### src/hw/rtl/psp_pkg.sv
`default_nettype none

package psp_pkg;

   localparam int PACKET_BYTES = 188;
   localparam int POS_W        = $clog2(PACKET_BYTES + 1);
   localparam int PID_W        = 13;
   localparam int CRC_W        = 32;
   localparam int QUEUE_DEPTH  = 4;
   localparam int QPTR_W       = $clog2(QUEUE_DEPTH);
   localparam int QCNT_W       = $clog2(QUEUE_DEPTH + 1);
   localparam int TAIL_BYTES   = 4;
   localparam int SEL_W        = $clog2(TAIL_BYTES + 1);
   localparam int HEADER_BYTES = 4;
   localparam int MAX_RUN      = PACKET_BYTES - HEADER_BYTES;

   localparam logic [CRC_W-1:0] CRC_POLY = 32'h04C1_1DB7;
   localparam logic [CRC_W-1:0] CRC_INIT = '1;

   localparam logic [7:0] SYNC_BYTE    = 8'h47;
   localparam logic [7:0] CC_BASE      = 8'h10;
   localparam logic [7:0] POINTER_BYTE = 8'h00;
   localparam logic [7:0] PAD_BYTE     = 8'hFF;

   typedef struct packed {
      logic [7:0]       data;
      logic             last;
      logic [CRC_W-1:0] crc;
   } entry_type;

   typedef struct packed {
      logic      valid;
      entry_type head;
   } queue_out_type;

endpackage

`default_nettype wire

### src/hw/rtl/psp_front.sv
`default_nettype none

module psp_front (
   input  wire                logic clock,
   input  wire                logic reset,
   input  wire                logic req_push,
   input  wire                logic [7:0] req_section_byte,
   input  wire                logic req_final_byte,
   input  wire                logic queue_full,
   output psp_pkg::entry_type       push_entry,
   output logic                     push_valid
);
   import psp_pkg::*;

   logic [CRC_W-1:0] crc_ff;
   logic [CRC_W-1:0] crc_in;
   logic [CRC_W-1:0] crc_next;
   logic             accept;

   function automatic logic [CRC_W-1:0] crc_byte(input logic [CRC_W-1:0] crc,
                                                 input logic [7:0] b);
      logic [CRC_W-1:0] c;
      logic             top;
      c = crc;
      for (int i = 7; i >= 0; i--) begin
         top = c[CRC_W-1] ^ b[i];
         c   = {c[CRC_W-2:0], 1'b0};
         if (top) begin
            c = c ^ CRC_POLY;
         end
      end
      return c;
   endfunction

   assign accept   = req_push && !queue_full;
   assign crc_next = crc_byte(crc_ff, req_section_byte);

   always_comb begin
      crc_in = crc_ff;
      if (accept) begin
         crc_in = req_final_byte ? CRC_INIT : crc_next;
      end
   end

   always_ff @(posedge clock) begin
      if (reset) begin
         crc_ff <= CRC_INIT;
      end else begin
         crc_ff <= crc_in;
      end
   end

   assign push_valid      = accept;
   assign push_entry.data = req_section_byte;
   assign push_entry.last = req_final_byte;
   assign push_entry.crc  = crc_next;

endmodule

`default_nettype wire

### src/hw/rtl/psp_queue.sv
`default_nettype none

module psp_queue (
   input  wire                logic clock,
   input  wire                logic reset,
   input  wire                logic push_valid,
   input  wire psp_pkg::entry_type  push_entry,
   output logic                     full,
   output psp_pkg::queue_out_type   q_out,
   input  wire                logic pop
);
   import psp_pkg::*;

   entry_type          entries_ff [QUEUE_DEPTH];
   logic [QPTR_W-1:0]  wr_ptr_ff;
   logic [QPTR_W-1:0]  wr_ptr_in;
   logic [QPTR_W-1:0]  rd_ptr_ff;
   logic [QPTR_W-1:0]  rd_ptr_in;
   logic [QCNT_W-1:0]  count_ff;
   logic [QCNT_W-1:0]  count_in;
   logic               do_pop;

   assign full        = (count_ff == QCNT_W'(QUEUE_DEPTH));
   assign q_out.valid = (count_ff != '0);
   assign q_out.head  = entries_ff[rd_ptr_ff];
   assign do_pop      = pop && q_out.valid;

   always_comb begin
      wr_ptr_in = push_valid ? wr_ptr_ff + QPTR_W'(1) : wr_ptr_ff;
      rd_ptr_in = do_pop ? rd_ptr_ff + QPTR_W'(1) : rd_ptr_ff;
      count_in  = count_ff;
      if (push_valid && !do_pop) begin
         count_in = count_ff + QCNT_W'(1);
      end else if (do_pop && !push_valid) begin
         count_in = count_ff - QCNT_W'(1);
      end
   end

   always_ff @(posedge clock) begin
      if (reset) begin
         wr_ptr_ff <= '0;
         rd_ptr_ff <= '0;
         count_ff  <= '0;
      end else begin
         wr_ptr_ff <= wr_ptr_in;
         rd_ptr_ff <= rd_ptr_in;
         count_ff  <= count_in;
      end
   end

   always_ff @(posedge clock) begin
      if (push_valid) begin
         entries_ff[wr_ptr_ff] <= push_entry;
      end
   end

endmodule

`default_nettype wire

### src/hw/rtl/psp_back.sv
`default_nettype none

module psp_back (
   input  wire                logic clock,
   input  wire                logic reset,
   input  wire                logic [psp_pkg::PID_W-1:0] stream_pid,
   input  wire psp_pkg::queue_out_type q_out,
   output logic                     q_pop,
   output logic                     rsp_empty,
   input  wire                logic rsp_pop,
   output logic               [7:0] rsp_out_byte,
   output logic               [7:0] rsp_run_length,
   output logic                     rsp_section_done
);
   import psp_pkg::*;

   typedef enum logic [5:0] {
      ST_DATA   = 6'b000001,
      ST_PID_HI = 6'b000010,
      ST_PID_LO = 6'b000100,
      ST_CC     = 6'b001000,
      ST_PTR    = 6'b010000,
      ST_PAD    = 6'b100000
   } state_type;

   state_type          state_ff, state_in;
   logic [POS_W-1:0]   pos_ff, pos_in;
   logic [SEL_W-1:0]   sel_ff, sel_in;
   logic [3:0]         cc_ff, cc_in;
   logic               first_ff, first_in;
   logic               valid_ff, valid_in;
   logic [7:0]         byte_ff, byte_in;
   logic [7:0]         run_ff, run_in;
   logic               done_ff, done_in;

   logic               advance;
   logic               pop_cmd;
   logic [POS_W:0]     pos_inc;
   logic [POS_W-1:0]   pos_wrap;
   logic [7:0]         cur_byte;
   logic [3:0]         cc_next;
   entry_type          head;

   assign head     = q_out.head;
   assign advance  = q_out.valid && (!valid_ff || rsp_pop);
   assign pos_inc  = {1'b0, pos_ff} + (POS_W + 1)'(1);
   assign pos_wrap = (pos_inc == (POS_W + 1)'(PACKET_BYTES)) ? '0 : pos_inc[POS_W-1:0];
   assign cc_next  = cc_ff + 4'd1;

   always_comb begin
      case (sel_ff)
         SEL_W'(1): cur_byte = head.crc[31:24];
         SEL_W'(2): cur_byte = head.crc[23:16];
         SEL_W'(3): cur_byte = head.crc[15:8];
         SEL_W'(4): cur_byte = head.crc[7:0];
         default:   cur_byte = head.data;
      endcase
   end

   always_comb begin
      state_in = state_ff;
      pos_in   = pos_ff;
      sel_in   = sel_ff;
      cc_in    = cc_ff;
      first_in = first_ff;
      byte_in  = cur_byte;
      run_in   = 8'd1;
      done_in  = 1'b0;
      pop_cmd  = 1'b0;
      unique case (state_ff)
         ST_DATA: begin
            if (pos_ff == '0) begin
               byte_in  = SYNC_BYTE;
               state_in = ST_PID_HI;
            end else begin
               pos_in  = pos_wrap;
               done_in = head.last && (sel_ff == SEL_W'(TAIL_BYTES)) && (pos_wrap == '0);
               if (head.last && (sel_ff != SEL_W'(TAIL_BYTES))) begin
                  sel_in = sel_ff + SEL_W'(1);
               end else if (head.last && (pos_wrap != '0)) begin
                  state_in = ST_PAD;
               end else begin
                  pop_cmd = 1'b1;
                  sel_in  = '0;
                  if (head.last) begin
                     first_in = 1'b1;
                  end
               end
            end
         end
         ST_PID_HI: begin
            byte_in  = {1'b0, first_ff, 1'b0, stream_pid[PID_W-1:8]};
            state_in = ST_PID_LO;
         end
         ST_PID_LO: begin
            byte_in  = stream_pid[7:0];
            state_in = ST_CC;
         end
         ST_CC: begin
            byte_in  = CC_BASE | {4'b0000, cc_next};
            cc_in    = cc_next;
            pos_in   = POS_W'(HEADER_BYTES);
            state_in = first_ff ? ST_PTR : ST_DATA;
         end
         ST_PTR: begin
            byte_in  = POINTER_BYTE;
            pos_in   = POS_W'(HEADER_BYTES + 1);
            first_in = 1'b0;
            state_in = ST_DATA;
         end
         ST_PAD: begin
            byte_in  = PAD_BYTE;
            run_in   = 8'(PACKET_BYTES - int'(pos_ff));
            done_in  = 1'b1;
            pos_in   = '0;
            first_in = 1'b1;
            sel_in   = '0;
            pop_cmd  = 1'b1;
            state_in = ST_DATA;
         end
         default: begin
            state_in = ST_DATA;
         end
      endcase
   end

   assign q_pop    = advance && pop_cmd;
   assign valid_in = advance || (valid_ff && !rsp_pop);

   always_ff @(posedge clock) begin
      if (reset) begin
         state_ff <= ST_DATA;
         pos_ff   <= '0;
         sel_ff   <= '0;
         cc_ff    <= 4'hF;
         first_ff <= 1'b1;
         valid_ff <= 1'b0;
      end else begin
         valid_ff <= valid_in;
         if (advance) begin
            state_ff <= state_in;
            pos_ff   <= pos_in;
            sel_ff   <= sel_in;
            cc_ff    <= cc_in;
            first_ff <= first_in;
         end
      end
   end

   always_ff @(posedge clock) begin
      if (advance) begin
         byte_ff <= byte_in;
         run_ff  <= run_in;
         done_ff <= done_in;
      end
   end

   assign rsp_empty        = !valid_ff;
   assign rsp_out_byte     = byte_ff;
   assign rsp_run_length   = run_ff;
   assign rsp_section_done = done_ff;

endmodule

`default_nettype wire

### src/hw/rtl/psi_section_packetizer.sv
// PSI section packetizer with MPEG-2 CRC-32.
// Request channel: push one section byte with req_section_byte; set
// req_final_byte on the last byte of the section. A request is taken at an
// edge with req_push high and req_full low.
// Result channel: while rsp_empty is low the oldest result is on rsp_*;
// rsp_pop at such an edge takes it. Each result is one transport byte, or a
// run of 0xFF padding (rsp_run_length bytes) closing the last packet;
// rsp_section_done marks the section's final result.
// csr_wr_en/csr_wr_data write the 13-bit PID; write only while idle.
// A four-entry request queue decouples input from the sequencer; a taken
// request passes through it and the output register before its first result
// shows. Throughput: one result per cycle from the output sequencer while
// the queue holds an entry and the receiver pops; a body byte gives one
// result, a header four or five, the last byte four CRC results and any pad.
// Reset: PID 0, continuity 15 so the first header carries 0, queues empty.
// When the receiver stalls, the result holds, the queue fills, and req_full
// rises after four more requests.
`default_nettype none

module psi_section_packetizer (
   input  wire  logic                        clock,
   input  wire  logic                        reset,
   input  wire  logic                        req_push,
   output logic                              req_full,
   input  wire  logic [7:0]                  req_section_byte,
   input  wire  logic                        req_final_byte,
   output logic                              rsp_empty,
   input  wire  logic                        rsp_pop,
   output logic [7:0]                        rsp_out_byte,
   output logic [7:0]                        rsp_run_length,
   output logic                              rsp_section_done,
   input  wire  logic                        csr_wr_en,
   input  wire  logic [psp_pkg::PID_W-1:0]   csr_wr_data
);
   import psp_pkg::*;

   logic [PID_W-1:0] pid_ff;
   entry_type        push_entry;
   logic             push_valid;
   queue_out_type    q_out;
   logic             q_pop;

   always_ff @(posedge clock) begin
      if (reset) begin
         pid_ff <= '0;
      end else if (csr_wr_en) begin
         pid_ff <= csr_wr_data;
      end
   end

   psp_front u_front (
      .clock            (clock),
      .reset            (reset),
      .req_push         (req_push),
      .req_section_byte (req_section_byte),
      .req_final_byte   (req_final_byte),
      .queue_full       (req_full),
      .push_entry       (push_entry),
      .push_valid       (push_valid)
   );

   psp_queue u_queue (
      .clock      (clock),
      .reset      (reset),
      .push_valid (push_valid),
      .push_entry (push_entry),
      .full       (req_full),
      .q_out      (q_out),
      .pop        (q_pop)
   );

   psp_back u_back (
      .clock            (clock),
      .reset            (reset),
      .stream_pid       (pid_ff),
      .q_out            (q_out),
      .q_pop            (q_pop),
      .rsp_empty        (rsp_empty),
      .rsp_pop          (rsp_pop),
      .rsp_out_byte     (rsp_out_byte),
      .rsp_run_length   (rsp_run_length),
      .rsp_section_done (rsp_section_done)
   );

endmodule

`default_nettype wire

### config.mk
export PLATFORM = sky130hd
export DESIGN_NAME = psi_section_packetizer
export DESIGN_NICKNAME = d
export VERILOG_FILES = /design/src/hw/rtl/psp_pkg.sv /design/src/hw/rtl/psp_front.sv /design/src/hw/rtl/psp_queue.sv /design/src/hw/rtl/psp_back.sv /design/src/hw/rtl/psi_section_packetizer.sv
export SDC_FILE = /design/constraint.sdc
export NUM_CORES = 1
export LEC_CHECK = 0
export ABC_AREA = 1
export BUFFER_PORTS_ARGS = -buffer_cell sky130_fd_sc_hd__buf_2
export CORE_ASPECT_RATIO = 0.9
export CORE_MARGIN = 2
export CORE_UTILIZATION = 60
export DETAILED_ROUTE_END_ITERATION = 8
export PLACE_DENSITY_LB_ADDON = 0.3
export SETUP_SLACK_MARGIN = 0.5
export SLEW_MARGIN = 20
export SYNTH_ARGS = -nofsm -noshare
export SYNTH_HDL_FRONTEND = slang
export SYNTH_SLANG_ARGS = --single-unit
### constraint.sdc
create_clock -name clock -period 3.35 [get_ports clock]
set_clock_uncertainty 0.05 [all_clocks]
set_input_delay 0.1675 -clock clock [delete_from_list [all_inputs] [get_ports clock]]
set_output_delay 0.1675 -clock clock [all_outputs]
set_load 0.05 [all_outputs]
==> results.cfg, run 1 <==
[status]
status = finished clean

[worst_setup_path]
r2r-end = u_queue.count_ff[2]$_SDFFE_PP0P_
crit_type = reg -> reg
startpoint_type = register
reg2regPathDepth = 20
critPathCaptureType = register
critPathRequiredTime_ns = 3.73
timing.rr.start = u_back.pos_ff[1]$_SDFFE_PP0P_
critPathArrivalTime_ns = 3.09
r2r_slack_ns = 0.64
worstPathMaxFanout = 6

[synthesis]
ys_types = 46
ys_seq_area_share_pct = 61.0
syn_area_mm2 = 0.0114
async_flop_share_pct = 0
synth_edf_count = 181
ys_warn_count = 0
synth.ff_latch_count = 258
synth_ff_type = edfxtp_1
synthCells = 1090
synth.avg_cell_area_um2 = 10.5
synth_nets = 1131

[die]
die_h_um = 135
rows = 47
die_x_um = 150
core_region_area_mm2 = 0.0185
die-area_mm2 = 0.0202
start_util_pct = 61.7
io_pins = 46

[sta]
fin_crit_sh_pct = 80.9
min_period_ns = 2.71
max-slew-margin-rel_pct = 51.7
setup_violations = 0
fin_tns_setup_ns = 0
rsz0062_at_grt = no
hold_violations = 0
worst_pin_slew_ns = 0.725
whs_ns = 0.0499
fmax_mhz = 369
drv_slew = 0

[min_path]
holdPathEnd = pid_ff[11]$_SDFFE_PP0P_
hold_path.class = in -> reg
holdCritStartpoint = csr_wr_en
min_path_cells = 3

[power]
power_density_mw_per_mm2 = 798
ir_drop_v = 0.000501
leakagePower_nw = 5.01

[place]
placement.io_buffers = 45
detailed_place_hpwl_mm = 15.9
gp_congestion = 0.862

[drt]
wl_mm = 27.4
vias = 8462
vias_per_cell = 5.88
post_drt_wl_per_cell_um = 19.0
drc = 0
postRouteAntennaNets = 0
drtIter0Drc = 917
dr.pass1.iters = 6

[global_route]
grt_remaining_overflow = 0
grt_max_degree = 59
grt_usage_pct = 27.4
grt_pass1_vias = 7946
antenna_found_initial = 2
grt_pass1_wl_mm = 42.5

[clocking]
clock_latency_ns = 0.55
path_clk_slew_ns = 0.07
cts_buffer_depth = 3
numCtsBuffers = 26
cts-root-buf = clkbuf_16
cts.sinks = 258
cts_tree = yes
h-tree-depth = 1

[finish]
nets = 1215
area_growth_pct = 16.4
regArea_mm2 = 0.00699
filler_cell_count = 1235
fin_util_pct = 71.9
multi_input_area_mm2 = 0.00409
final_layout_size_suffix_gt1_share_pct = 15.1

[job]
cap_violations = 0
## cells by family (layout without fill, tap and decap cells)
kind of cell	count (synthesis)	after routing	synth area share (%)
AO/OA/AOI/OAI	243	243	12.0
XOR/XNOR	84	84	7.35
adder cells (fa/ha/maj)	14	14	1.60
buffers and inverters	123	226	4.18
flip-flops	258	258	61.0
other	0	1	0
AND/OR/NAND/NOR	368	368	13.9
## power breakdown
group          switching (mW)  internal [mW]
clock network            1.19           1.73
logic                    2.28          0.911
registers               0.223           4.29
total                    3.70           6.93
## registers in the layout, indices dropped and copies added (netlist names), 2 cells and up, named ones only
| signal | flops |
|---|---|
| u_queue.wr_ptr_ff | 2 |
| u_queue.count_ff | 3 |
| u_back.rsp_out_byte | 8 |
| u_back.rsp_run_length | 8 |
| u_back.sel_ff | 3 |
| pid_ff | 13 |
| u_queue.entries_ff | 164 |
| u_front.crc_ff | 32 |
| u_back.state_ff | 6 |
| u_queue.rd_ptr_ff | 2 |
| u_back.pos_ff | 8 |
| u_back.cc_ff | 4 |
## worst max-delay path, stage by stage, from the launching register on
cell and delay (ns):
dfxtp_4 0.37, ha_1 0.18, nand2_2 0.08, nor2_2 0.11
nand2_1 0.06, nand2_1 0.08, nor2_1 0.06, nand2_2 0.10
o21ai_1 0.09, nand3_2 0.09, nand2_1 0.06, nand2_2 0.09
nand2_4 0.06, nand2_4 0.09, ha_1 0.16, inv_2 0.05
fa_2 0.39, a21oi_2 0.17, o21ai_2 0.08, o21ai_1 0.12
a21oi_1 0.06
## cell type report
class	instances	area share [%]
antenna	1	0.0188
timing repair buffer	105	5.75
clock buffer	37	5.67
multi-input combinational	709	30.7
tap	245	2.30
sequential	258	52.5
inverter	74	2.09
clock inverter	10	0.884
## how the worst max path moves through the flow
stage               slack, ns                        startpoint  depth (start not counted)                            endpoint
floorplan                0.16  u_queue.count_ff[0]$_SDFFE_PP0P_                          4  u_queue.entries_ff[0][0]$_DFFE_PP_
global placement         0.39     u_back.pos_ff[1]$_SDFFE_PP0P_                         20    u_queue.count_ff[2]$_SDFFE_PP0P_
detailed placement       0.25     u_back.pos_ff[1]$_SDFFE_PP0P_                         20    u_queue.count_ff[2]$_SDFFE_PP0P_
CTS                      0.52     u_back.pos_ff[1]$_SDFFE_PP0P_                         20    u_queue.count_ff[2]$_SDFFE_PP0P_
global route             0.50     u_back.pos_ff[1]$_SDFFE_PP0P_                         20    u_queue.count_ff[2]$_SDFFE_PP0P_
finish                   0.64     u_back.pos_ff[1]$_SDFFE_PP0P_                         20    u_queue.count_ff[2]$_SDFFE_PP0P_
## layout by cell type (no fill, tap or decap), types with 3 or more instances in the layout
cell           instances
clkbuf_1               7
xor2_2                 5
nand4_1               11
clkbuf_16             28
a221oi_1               5
nor3_1                 9
xnor2_1               23
o21ai_0              104
inv_2                  3
inv_1                 69
nor2_4                 5
nand2_1              144
buf_2                 45
nand2_4                5
o21ai_1                4
o22ai_1               57
ha_1                  13
edfxtp_1             181
nand3_2                3
xor2_1                49
dfxtp_2                4
clkinv_2               5
o221ai_1               4
nor2_1               132
dlygate4sd3_1         31
a21oi_2                3
dfxtp_4                3
dfxtp_1               70
or2_2                  6
a21oi_1               51
buf_4                 28
nand3_1               33
nor2_2                 8
xnor2_2                4
a221o_1                3
nand2_2                6
## stage by stage
stage	cells	power, mW	setup WS (ns)	area [µm²]
2_1_floorplan	1090	6.70	0.157	11400
3_3_place_gp	1353	7.52	0.386	12000
3_5_place_dp	1353	7.60	0.254	12000
4_1_cts	1434	10.5	0.522	13200
5_1_grt	1439	11.1	0.499	13300
6_report	1439	10.6	0.638	13300
## cells in the mapped netlist, drive strengths merged (2+ instances only)
cell	number	area, µm²
or2	7	43.8
o221ai	4	35.0
dfxtp	77	1540
nand3	36	195
a21oi	54	278
a211oi	2	15.0
nor4	2	27.5
nor2	145	552
o311ai	2	17.5
buf	11	57.6
a221oi	5	43.8
xor2	55	531
edfxtp	181	5440
nand4	12	81.3
nand2	156	634
o21ai	110	551
inv	73	274
clkbuf	38	143
nor3	10	50.1
o22ai	57	357
ha	13	163
o211ai	2	15.0
xnor2	29	310
a221o	3	30.0
## layer usage
layer  vias up  share of wire (%)  GRT usage [%]
li1       3957                  -              -
met1      4035                 42           39.5
met2       394                 47           42.3
met3        74                7.9           4.39
met4         2                3.5           10.7
met5         -              0.040              0
## what timing repair did
action,CTS,global route
hold endpoints to repair,50,0
pin swaps,1,4
gates resized for setup,8,25
gates cloned,0,0
buffers inserted,3,4
hold buffers,31,0
setup endpoints to repair,2,5
Note: power is estimated with default switching activity, not from simulation.
==> run 2: changes to the inputs <==
--- a/config.mk
+++ b/config.mk
@@ -9,7 +9,7 @@
 export BUFFER_PORTS_ARGS = -buffer_cell sky130_fd_sc_hd__buf_2
 export CORE_ASPECT_RATIO = 0.9
 export CORE_MARGIN = 2
-export CORE_UTILIZATION = 60
+export CORE_UTILIZATION = 56
 export DETAILED_ROUTE_END_ITERATION = 8
 export PLACE_DENSITY_LB_ADDON = 0.3
 export SETUP_SLACK_MARGIN = 0.5
==> constraint.sdc (replaced) <==
create_clock -name clock -period 2.45 [get_ports clock]
set_clock_uncertainty 0.05 [all_clocks]
set_input_delay 0.1225 -clock clock [delete_from_list [all_inputs] [get_ports clock]]
set_output_delay 0.1225 -clock clock [all_outputs]
set_load 0.05 [all_outputs]
==> run 2 against run 1 <==
Net effect: the flow now finishes with violations (setup timing); non-clock buffer count grew 122; setup slack worse by 0.80 ns; sequential cell count unchanged; final area is 16% higher; global-route usage grew 0.52 points; maximum frequency up 3.9%; core utilization is 5.1 points higher; final cell count is 9.2% higher; largest cell class unchanged; count of clock-buffer cells in the layout decreased by 2; wire length is 27% higher; die area up 6.9%.
==> results.cfg, run 2 (synthesized netlist as in run 1, its figures left out) <==
[finish]
max_flop_register = u_queue.entries_ff
regArea_mm2 = 0.00702
multi_input_area_mm2 = 0.00501
largestRegisters = u_queue.entries_ff (164), u_front.crc_ff (32), pid_ff (13)
num_antenna_cells = 0
area_growth_pct = 34.5
fin_cells = 1571
final_cell_mix = edfxtp_1, nand2_1, nor2_1, buf_4, o21ai_0
final_layout_size_suffix_gt1_share_pct = 32.9
nets = 1337
filler_cell_count = 1071
fin_util_pct = 76.9
final_common_cell = edfxtp_1
largest_register_ffs = 164

[sta]
max-slew-margin-rel_pct = 61.4
worst_pin_slew_ns = 0.574
setup_ws_ns = -0.160
hold_violations = 0
setup_violations = 2
drv_slew = 0
rsz0062_at_grt = yes
fmax_mhz = 383
min_period_ns = 2.61
fin_crit_sh_pct = 107

[worst_setup_path]
critPathCaptureType = register
critPathArrivalTime_ns = 2.99
crit_type = reg -> reg
startpoint_type = register
worstPathMaxFanout = 4
critPathRequiredTime_ns = 2.83

[die]
die-area_mm2 = 0.0216
die_x_um = 155
core_region_area_mm2 = 0.0200
rows = 49
start_util_pct = 57.2
io_pins = 46
die_h_um = 140

[place]
dp_cells = 1414
dp_slack_ns = -0.203
detailed_place_hpwl_mm = 17.3
gp_congestion = 0.851
placement.io_buffers = 45

[global_route]
antenna_found_initial = 0
grt_max_degree = 51
grt_pass1_wl_mm = 47.0
grt_remaining_overflow = 0
grt_pass1_vias = 8784
grt_usage_pct = 27.9

[drt]
vias_per_cell = 6.14
drc = 0
dr.pass1.iters = 6
drtIter0Drc = 1200
wl_mm = 34.8
post_drt_wl_per_cell_um = 22.2
vias = 9645
postRouteAntennaNets = 0

[clocking]
cts_tree = yes
cts-root-buf = clkbuf_16
cts_buffer_depth = 3
cts.sinks = 258
clock_latency_ns = 0.55
h-tree-depth = 1
path_clk_slew_ns = 0.06
numCtsBuffers = 26

[status]
status = complete, but fails checks
failed_checks = setup timing

[power]
power_density_mw_per_mm2 = 1130
leakagePower_nw = 5.83
ir_drop_v = 0.000764

[job]
cap_violations = 0

[min_path]
hold_path.class = in -> reg
## run 2: changes by cell type in the layout (fill, tap and decap cells not counted), moves of 14 or more
cell	before	now
inv_1	69	48
xor2_1	49	34
nand2_1	144	124
buf_6	0	21
o21ai_0	104	90
buf_4	28	114
nor2_1	132	115
## run 2: timing repair
| action | in CTS | in global routing |
|---|---|---|
| hold buffers | 34 | 0 |
| endpoints found under the setup margin | 116 | 93 |
| resized for setup | 118 | 141 |
| pin swaps | 45 | 66 |
| cloned | 1 | 0 |
| setup buffers | 32 | 42 |
| endpoints found under the hold margin | 50 | 0 |
## run 2: final timing paths
path                            slack [ns]                                 to  depth (start not counted)                     startpoint
worst max-delay path                 -0.16   u_queue.count_ff[2]$_SDFFE_PP0P_                         17  u_back.pos_ff[1]$_SDFFE_PP0P_
worst min-delay path                  0.04  u_queue.wr_ptr_ff[1]$_SDFFE_PP0P_                          5                       req_push
worst max register to register       -0.16   u_queue.count_ff[2]$_SDFFE_PP0P_                         17  u_back.pos_ff[1]$_SDFFE_PP0P_
worst min register to register        0.43            pid_ff[10]$_SDFFE_PP0P_                          2        pid_ff[10]$_SDFFE_PP0P_
## run 2: metrics by stage
stage	area [µm²]	power [mW]	setup TNS (ns)	hold slack (ns)
global placement	12500	10.7	-0.251	0.296
detailed placement	12500	10.8	-0.354	0.298
finish	15400	17.3	-0.279	0.0415
global route	15400	17.8	-0.531	0.0630
CTS	14500	15.7	-0.0998	0.0286
floorplan	11600	9.27	0	0.171
## run 2: cell type report
class                      count  area share [%]
sequential                   258            45.6
multi-input combinational    709            32.6
timing repair buffer         227            12.4
clock buffer                  35            4.52
tap                          255            2.07
inverter                      74            2.06
clock inverter                13           0.659
## run 2: power by group
| part | switching (mW) | internal, mW | leakage [nW] |
|---|---|---|---|
| Sequential | 0.353 | 5.87 | 2.31 |
| Clock | 1.68 | 2.10 | 0.393 |
| Combinational | 4.43 | 2.87 | 3.13 |
| Total | 6.47 | 10.8 | 5.83 |
## run 2: metal layers
metal  vias up  track usage, %  wire length (µm)
li1       4212               -                 -
met1      4680            38.5             13400
met2       621            45.0             16700
met3       132            5.29              3240
met4         0            9.41              1480
met5         -               0                 0
## run 2: worst max-delay path, cell delays in order, from the launching register on
cell and delay, ns:
dfxtp_4 0.36, ha_4 0.17, buf_6 0.12, nand2_1 0.09
xor2_2 0.25, o21ai_2 0.10, nand3_2 0.10, nand2_2 0.08
nand2_4 0.08, nand2_4 0.06, nand2_4 0.10, ha_4 0.14
inv_4 0.03, fa_2 0.37, a21oi_2 0.16, o21ai_2 0.07
o21ai_1 0.12, a21oi_1 0.05
